--- src/rtl/binary_min_heap_priority_queue_assert.svh ---
// assertion macros for the binary min-heap priority queue
`ifndef BINARY_MIN_HEAP_PRIORITY_QUEUE_ASSERT_SVH
`define BINARY_MIN_HEAP_PRIORITY_QUEUE_ASSERT_SVH

`ifndef SYNTH
`define BMH_ASSERT(lbl, prop) \
  lbl: assert property (@(posedge clk_i) disable iff (!rst_ni) prop) \
    else $error("bmh assertion failed");
`define BMH_ASSERT_NEXT(lbl, ante, cons) \
  lbl: assert property (@(posedge clk_i) disable iff (!rst_ni) (ante) |=> (cons)) \
    else $error("bmh assertion failed");
`else
`define BMH_ASSERT(lbl, prop)
`define BMH_ASSERT_NEXT(lbl, ante, cons)
`endif

`endif

--- src/rtl/bmh_pkg.sv ---
// shared types and constants for the binary min-heap priority queue
package bmh_pkg;

  localparam int CAPACITY = 64;
  localparam int IDX_W    = $clog2(CAPACITY);
  localparam int CNT_W    = $clog2(CAPACITY + 1);
  localparam int CHILD_W  = IDX_W + 2;
  localparam int KEY_W    = 32;
  localparam int COUNT_W  = 7;

  localparam logic OP_INSERT = 1'b0;
  localparam logic OP_REMOVE = 1'b1;

  typedef struct packed {
    logic accept;
    logic ins_start;
    logic rem_start;
    logic load_key;
    logic rd_parent;
    logic rd_children;
    logic wr_key;
    logic wr_parent;
    logic wr_child;
    logic load_result;
  } cmd_t;

  typedef struct packed {
    logic full;
    logic empty;
    logic at_root;
    logic up_less;
    logic leaf;
    logic child_wins;
  } sts_t;

endpackage

--- src/rtl/bmh_datapath.sv ---
// heap memory, sift registers, key comparators and result registers
`include "binary_min_heap_priority_queue_assert.svh"

module bmh_datapath (
  input  logic                             clk_i,
  input  logic                             rst_ni,
  input  bmh_pkg::cmd_t                    cmd_i,
  output bmh_pkg::sts_t                    sts_o,
  input  logic                             in_opcode_i,
  input  logic signed [bmh_pkg::KEY_W-1:0] in_value_i,
  output logic signed [bmh_pkg::KEY_W-1:0] out_removed_value_o,
  output logic signed [bmh_pkg::KEY_W-1:0] out_min_value_o,
  output logic [bmh_pkg::COUNT_W-1:0]      out_count_o,
  output logic                             out_was_empty_o,
  output logic                             out_was_full_o
);

  logic signed [bmh_pkg::KEY_W-1:0] mem_q [bmh_pkg::CAPACITY];
  logic signed [bmh_pkg::KEY_W-1:0] rdata_a_q, rdata_b_q;
  logic [bmh_pkg::IDX_W-1:0]        raddr_a, raddr_b;

  logic [bmh_pkg::CNT_W-1:0]        cnt_q, cnt_d;
  logic [bmh_pkg::IDX_W-1:0]        idx_q, idx_d;
  logic signed [bmh_pkg::KEY_W-1:0] key_q, key_d;
  logic signed [bmh_pkg::KEY_W-1:0] root_q;

  logic signed [bmh_pkg::KEY_W-1:0] removed_q;
  logic                             empty_flag_q, full_flag_q;

  logic signed [bmh_pkg::KEY_W-1:0] res_removed_q, res_min_q;
  logic [bmh_pkg::COUNT_W-1:0]      res_count_q;
  logic                             res_empty_q, res_full_q;

  logic [bmh_pkg::IDX_W-1:0]        parent_idx;
  logic [bmh_pkg::CHILD_W-1:0]      left_idx, right_idx, cnt_ext;
  logic                             left_lt, right_ok, pick_right;
  logic signed [bmh_pkg::KEY_W-1:0] best_left;

  logic                             we;
  logic [bmh_pkg::IDX_W-1:0]        waddr;
  logic signed [bmh_pkg::KEY_W-1:0] wdata;

  assign parent_idx = (idx_q - bmh_pkg::IDX_W'(1)) >> 1;
  assign left_idx   = {1'b0, idx_q, 1'b0} + bmh_pkg::CHILD_W'(1);
  assign right_idx  = left_idx + bmh_pkg::CHILD_W'(1);
  assign cnt_ext    = bmh_pkg::CHILD_W'(cnt_q);

  // smaller child wins only when strictly below the moving key
  assign left_lt    = rdata_a_q < key_q;
  assign best_left  = left_lt ? rdata_a_q : key_q;
  assign right_ok   = right_idx < cnt_ext;
  assign pick_right = right_ok && (rdata_b_q < best_left);

  assign sts_o.full       = cnt_q == bmh_pkg::CNT_W'(bmh_pkg::CAPACITY);
  assign sts_o.empty      = cnt_q == '0;
  assign sts_o.at_root    = idx_q == '0;
  assign sts_o.up_less    = key_q < rdata_a_q;
  assign sts_o.leaf       = left_idx >= cnt_ext;
  assign sts_o.child_wins = left_lt || pick_right;

  always_comb begin
    raddr_a = '0;
    raddr_b = '0;
    if (cmd_i.rem_start) begin
      raddr_a = bmh_pkg::IDX_W'(cnt_q - bmh_pkg::CNT_W'(1));
    end else if (cmd_i.rd_parent) begin
      raddr_a = parent_idx;
    end else if (cmd_i.rd_children) begin
      raddr_a = left_idx[bmh_pkg::IDX_W-1:0];
      raddr_b = right_idx[bmh_pkg::IDX_W-1:0];
    end
  end

  always_comb begin
    we    = cmd_i.wr_key || cmd_i.wr_parent || cmd_i.wr_child;
    waddr = idx_q;
    wdata = key_q;
    if (cmd_i.wr_parent) begin
      wdata = rdata_a_q;
    end else if (cmd_i.wr_child) begin
      wdata = pick_right ? rdata_b_q : rdata_a_q;
    end
  end

  always_ff @(posedge clk_i) begin
    if (we) begin
      mem_q[waddr] <= wdata;
    end
    rdata_a_q <= mem_q[raddr_a];
    rdata_b_q <= mem_q[raddr_b];
  end

  always_comb begin
    cnt_d = cnt_q;
    idx_d = idx_q;
    key_d = key_q;
    if (cmd_i.accept) begin
      key_d = in_value_i;
    end
    if (cmd_i.ins_start) begin
      idx_d = bmh_pkg::IDX_W'(cnt_q);
      cnt_d = cnt_q + bmh_pkg::CNT_W'(1);
    end
    if (cmd_i.rem_start) begin
      idx_d = '0;
      cnt_d = cnt_q - bmh_pkg::CNT_W'(1);
    end
    if (cmd_i.load_key) begin
      key_d = rdata_a_q;
    end
    if (cmd_i.wr_parent) begin
      idx_d = parent_idx;
    end
    if (cmd_i.wr_child) begin
      idx_d = pick_right ? right_idx[bmh_pkg::IDX_W-1:0] : left_idx[bmh_pkg::IDX_W-1:0];
    end
  end

  always_ff @(posedge clk_i or negedge rst_ni) begin
    if (!rst_ni) begin
      cnt_q <= '0;
    end else begin
      cnt_q <= cnt_d;
    end
  end

  always_ff @(posedge clk_i) begin
    idx_q <= idx_d;
    key_q <= key_d;
    if (we && waddr == '0) begin
      root_q <= wdata;
    end
    if (cmd_i.accept) begin
      empty_flag_q <= (in_opcode_i == bmh_pkg::OP_REMOVE) && sts_o.empty;
      full_flag_q  <= (in_opcode_i == bmh_pkg::OP_INSERT) && sts_o.full;
      removed_q    <= ((in_opcode_i == bmh_pkg::OP_REMOVE) && !sts_o.empty) ? root_q : '0;
    end
    if (cmd_i.load_result) begin
      res_removed_q <= removed_q;
      res_min_q     <= sts_o.empty ? '0 : root_q;
      res_count_q   <= bmh_pkg::COUNT_W'(cnt_q);
      res_empty_q   <= empty_flag_q;
      res_full_q    <= full_flag_q;
    end
  end

  assign out_removed_value_o = res_removed_q;
  assign out_min_value_o     = res_min_q;
  assign out_count_o         = res_count_q;
  assign out_was_empty_o     = res_empty_q;
  assign out_was_full_o      = res_full_q;

  `BMH_ASSERT(a_cnt_bound, cnt_q <= bmh_pkg::CNT_W'(bmh_pkg::CAPACITY))
  `BMH_ASSERT_NEXT(a_root_tracks, we && waddr == '0, root_q == $past(wdata))
  `BMH_ASSERT_NEXT(a_cnt_inc, cmd_i.ins_start, cnt_q == $past(cnt_q) + bmh_pkg::CNT_W'(1))

endmodule

--- src/rtl/bmh_ctrl.sv ---
// sift sequencer and output handshake for the binary min-heap priority queue
`include "binary_min_heap_priority_queue_assert.svh"

module bmh_ctrl (
  input  logic          clk_i,
  input  logic          rst_ni,
  input  logic          in_valid_i,
  output logic          in_stall_o,
  input  logic          in_opcode_i,
  output logic          out_valid_o,
  input  logic          out_stall_i,
  output bmh_pkg::cmd_t cmd_o,
  input  bmh_pkg::sts_t sts_i
);

  typedef enum logic [2:0] {
    ST_IDLE,
    ST_UP_CHK,
    ST_UP_CMP,
    ST_DN_LOAD,
    ST_DN_CHK,
    ST_DN_CMP,
    ST_FINISH
  } state_e;

  state_e state_q, state_d;
  logic   out_valid_q, out_valid_d;

  always_comb begin
    state_d    = state_q;
    cmd_o      = '0;
    in_stall_o = 1'b1;
    unique case (state_q)
      ST_IDLE: begin
        in_stall_o = 1'b0;
        if (in_valid_i) begin
          cmd_o.accept = 1'b1;
          if (in_opcode_i == bmh_pkg::OP_REMOVE) begin
            if (sts_i.empty) begin
              state_d = ST_FINISH;
            end else begin
              cmd_o.rem_start = 1'b1;
              state_d         = ST_DN_LOAD;
            end
          end else begin
            if (sts_i.full) begin
              state_d = ST_FINISH;
            end else begin
              cmd_o.ins_start = 1'b1;
              state_d         = ST_UP_CHK;
            end
          end
        end
      end
      ST_UP_CHK: begin
        if (sts_i.at_root) begin
          cmd_o.wr_key = 1'b1;
          state_d      = ST_FINISH;
        end else begin
          cmd_o.rd_parent = 1'b1;
          state_d         = ST_UP_CMP;
        end
      end
      ST_UP_CMP: begin
        if (sts_i.up_less) begin
          cmd_o.wr_parent = 1'b1;
          state_d         = ST_UP_CHK;
        end else begin
          cmd_o.wr_key = 1'b1;
          state_d      = ST_FINISH;
        end
      end
      ST_DN_LOAD: begin
        cmd_o.load_key = 1'b1;
        state_d        = ST_DN_CHK;
      end
      ST_DN_CHK: begin
        if (sts_i.leaf) begin
          cmd_o.wr_key = 1'b1;
          state_d      = ST_FINISH;
        end else begin
          cmd_o.rd_children = 1'b1;
          state_d           = ST_DN_CMP;
        end
      end
      ST_DN_CMP: begin
        if (sts_i.child_wins) begin
          cmd_o.wr_child = 1'b1;
          state_d        = ST_DN_CHK;
        end else begin
          cmd_o.wr_key = 1'b1;
          state_d      = ST_FINISH;
        end
      end
      ST_FINISH: begin
        if (!out_valid_q || !out_stall_i) begin
          cmd_o.load_result = 1'b1;
          state_d           = ST_IDLE;
        end
      end
      default: begin
        state_d = ST_IDLE;
      end
    endcase
  end

  always_comb begin
    out_valid_d = out_valid_q;
    if (out_valid_q && !out_stall_i) begin
      out_valid_d = 1'b0;
    end
    if (cmd_o.load_result) begin
      out_valid_d = 1'b1;
    end
  end

  always_ff @(posedge clk_i or negedge rst_ni) begin
    if (!rst_ni) begin
      state_q     <= ST_IDLE;
      out_valid_q <= 1'b0;
    end else begin
      state_q     <= state_d;
      out_valid_q <= out_valid_d;
    end
  end

  assign out_valid_o = out_valid_q;

  `BMH_ASSERT_NEXT(a_wrkey_done, cmd_o.wr_key, state_q == ST_FINISH)
  `BMH_ASSERT(a_rem_nonempty, cmd_o.rem_start |-> !sts_i.empty)
  `BMH_ASSERT(a_ins_room, cmd_o.ins_start |-> !sts_i.full)

endmodule

--- src/rtl/binary_min_heap_priority_queue.sv ---
// top level of the binary min-heap priority queue
//
// input channel: in_valid_i / in_stall_o carry one request, in_opcode_i
// (insert or remove) and the signed key in_value_i. a request is taken at an
// edge with in_valid_i high and in_stall_o low; in_stall_o is low only while
// the sequencer is idle, so one request is worked on at a time.
// output channel: out_valid_o / out_stall_i carry one result per request:
// removed key, new minimum (0 when empty), entry count and the empty / full
// flags. the result sits in an output register, so the next request can be
// taken while the previous result is still held by a stalled receiver.
// sift steps: each heap level a sift moves through is a read, then a
// compare and move, on the dual-read heap memory. an insert that stops
// below the root ends with one more read and compare; a remove first
// loads the last entry as its moving key and ends with one more read and
// compare when it stops above a leaf. a dropped insert or empty remove
// skips the sift. a stalled receiver holds the finished request back at
// the output slot. reset empties the heap at once; no clearing pass is run.

module binary_min_heap_priority_queue (
  input  logic                             clk_i,
  input  logic                             rst_ni,
  input  logic                             in_valid_i,
  output logic                             in_stall_o,
  input  logic                             in_opcode_i,
  input  logic signed [bmh_pkg::KEY_W-1:0] in_value_i,
  output logic                             out_valid_o,
  input  logic                             out_stall_i,
  output logic signed [bmh_pkg::KEY_W-1:0] out_removed_value_o,
  output logic signed [bmh_pkg::KEY_W-1:0] out_min_value_o,
  output logic [bmh_pkg::COUNT_W-1:0]      out_count_o,
  output logic                             out_was_empty_o,
  output logic                             out_was_full_o
);

  bmh_pkg::cmd_t cmd;
  bmh_pkg::sts_t sts;

  bmh_ctrl u_ctrl (
    .clk_i       (clk_i),
    .rst_ni      (rst_ni),
    .in_valid_i  (in_valid_i),
    .in_stall_o  (in_stall_o),
    .in_opcode_i (in_opcode_i),
    .out_valid_o (out_valid_o),
    .out_stall_i (out_stall_i),
    .cmd_o       (cmd),
    .sts_i       (sts)
  );

  bmh_datapath u_datapath (
    .clk_i               (clk_i),
    .rst_ni              (rst_ni),
    .cmd_i               (cmd),
    .sts_o               (sts),
    .in_opcode_i         (in_opcode_i),
    .in_value_i          (in_value_i),
    .out_removed_value_o (out_removed_value_o),
    .out_min_value_o     (out_min_value_o),
    .out_count_o         (out_count_o),
    .out_was_empty_o     (out_was_empty_o),
    .out_was_full_o      (out_was_full_o)
  );

endmodule
--- config.mk ---
export PLATFORM = sky130hd
export DESIGN_NAME = binary_min_heap_priority_queue
export DESIGN_NICKNAME = d
export VERILOG_FILES = /design/src/rtl/bmh_pkg.sv /design/src/rtl/bmh_datapath.sv /design/src/rtl/bmh_ctrl.sv /design/src/rtl/binary_min_heap_priority_queue.sv
export VERILOG_INCLUDE_DIRS = /design/src /design/src/rtl
export SDC_FILE = /design/constraint.sdc
export NUM_CORES = 2
export LEC_CHECK = 0
export ABC_CLOCK_PERIOD_IN_PS = 8000
export BUFFER_PORTS_ARGS = -buffer_cell sky130_fd_sc_hd__buf_2
export CORE_UTILIZATION = 63
export DETAILED_ROUTE_END_ITERATION = 8
export PLACE_DENSITY = 0.77
export SETUP_SLACK_MARGIN = 0.5
export SYNTH_ARGS = -nofsm -noshare
export SYNTH_HDL_FRONTEND = slang
export SYNTH_SLANG_ARGS = --single-unit
--- constraint.sdc ---
create_clock -name clk_i -period 8 [get_ports clk_i]
set_input_delay 0.8 -clock clk_i [delete_from_list [all_inputs] [get_ports clk_i]]
set_output_delay 0.8 -clock clk_i [all_outputs]
set_load 0.02 [all_outputs]
; ---- Word-level counts from Yosys, hierarchy flattened
; Memories as Yosys holds them, arrays and structs flattened. A register that Yosys moved wholly into a read port is not among the register bits.
; Cells that the tools add are included.
[totals]
regBits = 188
mem_bits_rw = 2048
input_bits = 37
output_inout_bits = 75
wordCells = 112
memories = 1
[classes]
add_sub_neg = 5
order_cmp = 5
n_eq_ne = 9
n_mux = 56
bitwise = 1
n_reduce_logical = 21
[memory_table]
columns = memory, words, width, rd, rd_clocked_by_memory_dff, write_ports, line_no
row1 = u_datapath.mem_q, 64, 32, 2, 2, 1, bmh_datapath.sv:18  ; logic signed [bmh_pkg::KEY_W-1:0] mem_q [bmh_pkg::CAPACITY];
[op_table]
columns = cell, n
row1 = 32-bit two-way mux, 6
row2 = 32-bit less-than comparator, 3
row3 = 6-bit two-way mux, 11
row4 = 3-bit two-way mux, 9
row5 = 1-bit two-way mux, 24
row6 = 3-bit case mux with 7 select lines, 1
row7 = 7-bit two-way mux, 2
row8 = 3-bit equality test (second input constant), 3
row9 = 7-bit by 1-bit adder with 8-bit output (second input constant), 1
row10 = 8-bit by 1-bit adder with 8-bit output (second input constant), 1
row11 = 8-bit by 7-bit greater-or-equal comparator with 1-bit output, 1
row12 = 8-bit by 7-bit less-than comparator with 1-bit output, 1
row13 = 7-bit by 1-bit adder with 7-bit output (second input constant), 1
row14 = 7-bit equality test (second input constant), 1
row15 = 7-bit logical NOT, 1
row16 = 7-bit by 1-bit subtractor with 7-bit output (second input constant), 1
row17 = 3-bit by 2-bit equality test with 1-bit output (second input constant), 2
row18 = 1-bit logical AND, 6
row19 = 6-bit logical NOT, 1
row20 = 2-bit nonzero test, 3
row21 = 6-bit by 1-bit subtractor with 6-bit output (second input constant), 1
row22 = 1-bit logical OR, 4
row23 = 2-bit two-way mux, 2
row24 = 1-bit case mux with 4 select lines, 1
row25 = 8 further kinds, 10

; ---- Logic depth before layout (Yosys ltp)
[depth]
ltp_word = 11
depth_mapped = 23
ltp_nobuf = 20

; ---- By module
; A second synthesis with hierarchy kept.
[hier_totals]
hier_cells = 6379
hier_area_um2 = 99870.8
[modules_own_cells]
columns = module, n_inst, cells_per_inst, area_per_inst_um2, seq_area_each_um2
row1 = bmh_datapath, 1, 6332, 99491.7, 68270.5
row2 = bmh_ctrl, 1, 47, 379.1, 100.1

; ---- Worst setup path after synthesis
; OpenSTA, ideal clock, no wires.
[synth_timing]
kind = register -> register
startpoint = reg u_datapath.key_q[25] (netlist bit)
endpoint = mem u_datapath.mem_q[0][0] (netlist bit) (data pin)
t_arrival_ps = 6223
required_time_ps = 7631
slack_ps = 1408
path_stages_with_launch = 21
n_path_buf = 3
cell_sequence = edfxtp_1 > inv_1 > ha_1 > a21o_1 > a221o_1 > a221o_1 > o2bb2ai_2 > nor3_1 > clkbuf_1 > mux2i_1 > ha_1 > and4_1 > a2111oi_0 > o31ai_1 > or3_1 > a211o_1 > a2111oi_2 > and3_4 > buf_6 > buf_2 > a221o_1
[synth_via]
elab_chain_len = 9
word_cells_on_any_way = 13
cone_classes = order compare: 3 / mux: 8 / reduce/logical: 2
[synth_lines]
columns = element, line_no
row1 = start: declaration, bmh_datapath.sv:24  ; logic signed [bmh_pkg::KEY_W-1:0] key_q, key_d;
row2 = start signal: assignment, bmh_datapath.sv:129  ; key_q <= key_d;
row3 = 32-bit less-than comparator, bmh_datapath.sv:49  ; assign left_lt = rdata_a_q < key_q;
row4 = 32-bit two-way mux, bmh_datapath.sv:50  ; assign best_left = left_lt ? rdata_a_q : key_q;
row5 = 32-bit less-than comparator, bmh_datapath.sv:52  ; assign pick_right = right_ok && (rdata_b_q < best_left);
row6 = 1-bit logical AND, bmh_datapath.sv:52
row7 = 1-bit logical OR, bmh_datapath.sv:59  ; assign sts_o.child_wins = left_lt || pick_right;
row8 = 1-bit two-way mux, bmh_ctrl.sv:87  ; if (sts_i.child_wins) begin
row9 = 1-bit two-way mux, bmh_ctrl.sv:33  ; unique case (state_q)
row10 = 32-bit two-way mux, bmh_datapath.sv:80  ; end else if (cmd_i.wr_child) begin
row11 = 32-bit two-way mux (*), bmh_datapath.sv:78  ; if (cmd_i.wr_parent) begin
row12 = "net u_datapath.wdata, one bit", bmh_datapath.sv:41  ; logic signed [bmh_pkg::KEY_W-1:0] wdata;
row13 = end: declaration, bmh_datapath.sv:18
; The timed path passes the listed nets; every way through them passes the cells marked *.

; ---- Worst setup path in the final report
[layout_timing]
startpoint = reg u_datapath.key_q[25] (netlist bit)
endpoint = mem u_datapath.mem_q[25][9] (netlist bit) (data pin)
; Same word-level chain as after synthesis.

==> flow_summary.json <==
{
  "outcome": "finished with violations",
  "violations": "capacitance limit, slew limit",
  "io_pins": 112,
  "start_util": 0.637,
  "total_power_mw": 51.6,
  "critPathLaunch": "u_datapath.key_q[25]",
  "drt_wl_total_um": 349000,
  "die-height_um": 400,
  "cts_tree": "yes",
  "clk_pin_slew_ns": 0.06,
  "drt-pass1-iter-count": 9,
  "cp_max_fo": 65,
  "drive_above_1_share": 0.175,
  "ys_seq_area_frac": 0.685,
  "synthAdderAreaFrac": 0.0100,
  "cts_sinks": 2300,
  "power_density_mw_per_mm2": 465,
  "routed_via_density": 7.56,
  "h-tree-depth": 4,
  "antenna_found_initial": 34,
  "multi_input_area_mm2": 0.0297,
  "numCtsBuffers": 220,
  "finalSetupViolCount": 0,
  "synthesis.area_mm2": 0.0998,
  "clk-insertion-delay-late_ns": 0.90,
  "relSlewSlack": -0.0103,
  "fillers": 9866,
  "pwr-share-clk": 0.206,
  "tightestPinTransition_ns": 1.51,
  "holdWs_ns": 0.216,
  "slew_violations": 20,
  "irDropWorstVdd_mv": 0.527,
  "yosys-top-cells-area": "edfxtp_1 (67%), mux4_2 (8.5%), nand2_1 (4.7%)",
  "netSwitchingPower_mw": 22.1,
  "grt_pass1_wl_um": 481000,
  "wl_per_cell_um": 38.5,
  "clock.fmax_ghz": 0.136,
  "yosysTopAreaCell": "edfxtp_1",
  "p_sw_frac": 0.427,
  "layout.cells.non_filler": 9061,
  "worstPathArrival_ns": 7.86,
  "dp_cells": 8622,
  "hold_viol_final": 0,
  "crit_required_ns": 8.51,
  "worstSetupPathType": "flop to flop",
  "grtUsageTotal": 0.436,
  "cts_setup_buffers": 0,
  "worst-path-buf-inv": 5,
  "cp-end-kind": "flop",
  "cpPeakStageDelay_ns": 0.57,
  "synth.top_cell.area_share": 0.669,
  "dominantRegCellSynth": "edfxtp_1",
  "synth_top_family_by_area": "multiplexers",
  "first_global_vias": 64805,
  "synth_nets": 6813,
  "hpwl_um": 198000,
  "synthCells": 6696,
  "overflow": 0,
  "post-route-util": 0.709,
  "die_area_mm2": 0.160,
  "yosys_warnings": 0,
  "path_cells": "inv_1 > ha_1 > a21o_1 > a221o_1 > a221o_1 > o2bb2ai_2 > nor3_4 > buf_12 > mux2i_1 > ha_1 > and4_1 > a2111oi_0 > o31ai_1 > or3_1 > a211o_1 > a2111oi_2 > and3_4 > buf_12 > buf_4 > nor2_1 > a221o_2 > buf_4",
  "core_mm2": 0.157,
  "synth_xor_area_frac": 0.00167,
  "hp-start": "out_stall_i",
  "antenna_left": 0,
  "drtIter0Drc": 13277,
  "synth_commonest_cells": "edfxtp_1 (2,225), nand2_1 (1,241), nand3_1 (422), mux2i_1 (383), mux4_2 (376)",
  "grt_setup_unrepaired": "no",
  "avgSynthCellArea_um2": 14.9,
  "syn2layout_area_growth_pct": 11.3,
  "fin_crit_ns": 7.35,
  "synth.distinct_cells": 78,
  "grt_start_max_net_pins": 145,
  "regArea_mm2": 0.0684,
  "clockBufferDepth": 3,
  "cpMaxStageDelayCell": "a2111oi_2",
  "max_cap_viol_count": 1,
  "drcViolationCount": 0,
  "via_count": 68468,
  "synth_compound_area_frac": 0.0613,
  "synth.most_common_cell": "edfxtp_1",
  "start_kind": "flop",
  "p_int_mw": 29.6,
  "synthMuxAreaShare": 0.127,
  "seqPwrFrac": 0.339,
  "place.gp.congestion": 1.03,
  "clock_skew_ns": 0.0780,
  "cts_root_buf": "clkbuf_16",
  "reg2reg_from": "u_datapath.key_q[25]",
  "leakage_nw": 37.1,
  "synth_simple_gate_area_frac": 0.0900,
  "fin_crit_sh": 0.919,
  "die_w_um": 400,
  "synth-seq-cells": 2300,
  "power_frac_comb": 0.455,
  "final_nets": 6904,
  "hp-class": "primary input to flop",
  "setup_tns_ns": 0,
  "port_buffers": 111,
  "synth_edf_count": 2225,
  "synthArstFlopShare": 0.00478,
  "path_delay_family": "compound AO/OA/AOI/OAI gates",
  "rows": 145
}
==> logic make-up (layout without fill, tap and decap cells) <==
| group | Yosys count | count (layout) |
|---|---|---|
| other | 0 | 24 |
| flip-flops | 2300 | 2300 |
| XOR/XNOR | 19 | 19 |
| buffers and inverters | 512 | 795 |
| adder cells (fa/ha/maj) | 80 | 80 |
| multiplexers | 791 | 791 |
| AND/OR/NAND/NOR | 2071 | 2071 |
| AO/OA/AOI/OAI | 923 | 923 |
==> worst paths after layout <==
| check | slack [ns] | depth (start not counted) | to |
|---|---|---|---|
| setup / recovery | 0.65 | 22 | u_datapath.mem_q[25][9] |
| min in group asynchronous | 0.34 | 2 | u_datapath.cnt_q[3] |
| setup reg to reg | 0.65 | 22 | u_datapath.mem_q[25][9] |
| max in group asynchronous | 7.38 | 2 | u_datapath.cnt_q[1] |
| hold / removal | 0.22 | 3 | u_ctrl.out_valid_o |
| hold reg to reg | 0.41 | 0 | u_datapath.out_removed_value_o[17] |
==> stage by stage <==
stage	worst slack, ns	cell area, um2
5_1_grt	0.526	111000
6_report	0.650	111000
3_3_place_gp	0.738	104000
4_1_cts	0.658	111000
3_5_place_dp	0.665	104000
2_1_floorplan	1.41	99800
==> worst register-to-register path: cells and delay by family (launching register included) <==
family,cells,cell delay (ns)
AO/OA/AOI/OAI,9,3.09
AND/OR/NAND/NOR,5,1.60
buffers and inverters,5,1.23
adder cells (fa/ha/maj),2,0.51
flip-flops,1,0.38
multiplexers,1,0.13
==> per-layer routing <==
metal | vias to the layer above | global-route usage | wire length (um)
met1 | 33241 | 0.569 | 112000
met2 | 7291 | 0.605 | 145000
met5 | - | 0.00636 | 382
met4 | 36 | 0.287 | 28100
li1 | 26360 | - | -
met3 | 1540 | 0.175 | 62800
==> layout make-up <==
class / instances / share of cell area
antenna: 24 / 0.000541
clock buffer: 267 / 0.0523
clock inverter: 147 / 0.0141
inverter: 46 / 0.00155
multi-input combinational: 3884 / 0.267
sequential: 2300 / 0.616
tap: 2058 / 0.0232
timing repair buffer: 335 / 0.0252
==> repair_timing <==
| action | 4_1_cts | 5_1_grt |
|---|---|---|
| resized for setup | 0 | 2 |
| hold buffers | 1 | 0 |
| endpoints found under the setup margin | 0 | 399 |
| endpoints found under the hold margin | 11 | 0 |
==> placed cells by master, fill, tap and decap left out, types with 34 or more instances in the layout <==
cell type,count
clkinv_1,45
nand4_1,36
and2_1,35
nor2_1,68
clkbuf_1,34
dfxtp_1,64
buf_12,45
a211oi_1,55
clkbuf_16,220
buf_2,111
o221ai_1,109
a31oi_1,47
nor3_1,52
clkinv_2,49
mux4_2,376
a2111oi_0,41
buf_4,178
nor2_4,66
inv_1,46
o21ai_0,92
a21oi_1,296
mux2i_1,382
nand2_1,1234
nand3_1,421
o22ai_1,106
and3_1,73
edfxtp_1,2225
ha_1,80
==> power groups by stage <==
stage               registers [mW]  clock network, mW  logic (mW)
global route                  17.6               11.0        23.9
CTS                           17.5               10.6        22.4
detailed placement            17.7                  0        22.2
finish                        17.5               10.6        23.5
global placement              17.7                  0        21.9
floorplan                     17.6                  0        13.6
==> flip-flops by register name, summed over array words and instances (netlist names), 3 cells and up <==
| register | flops |
|---|---|
| u_datapath.root_q | 32 |
| u_datapath.out_count_o | 7 |
| u_datapath.key_q | 32 |
| u_datapath.cnt_q | 7 |
| u_datapath.out_removed_value_o | 32 |
| u_datapath.mem_q | 2048 |
| u_ctrl.state_q | 3 |
| u_datapath.idx_q | 6 |
| u_datapath.out_min_value_o | 32 |
| u_datapath.rdata_b_q | 32 |
| u_datapath.removed_q | 32 |
| u_datapath.rdata_a_q | 32 |
No activity file was read; power rests on OpenSTA's default activity.
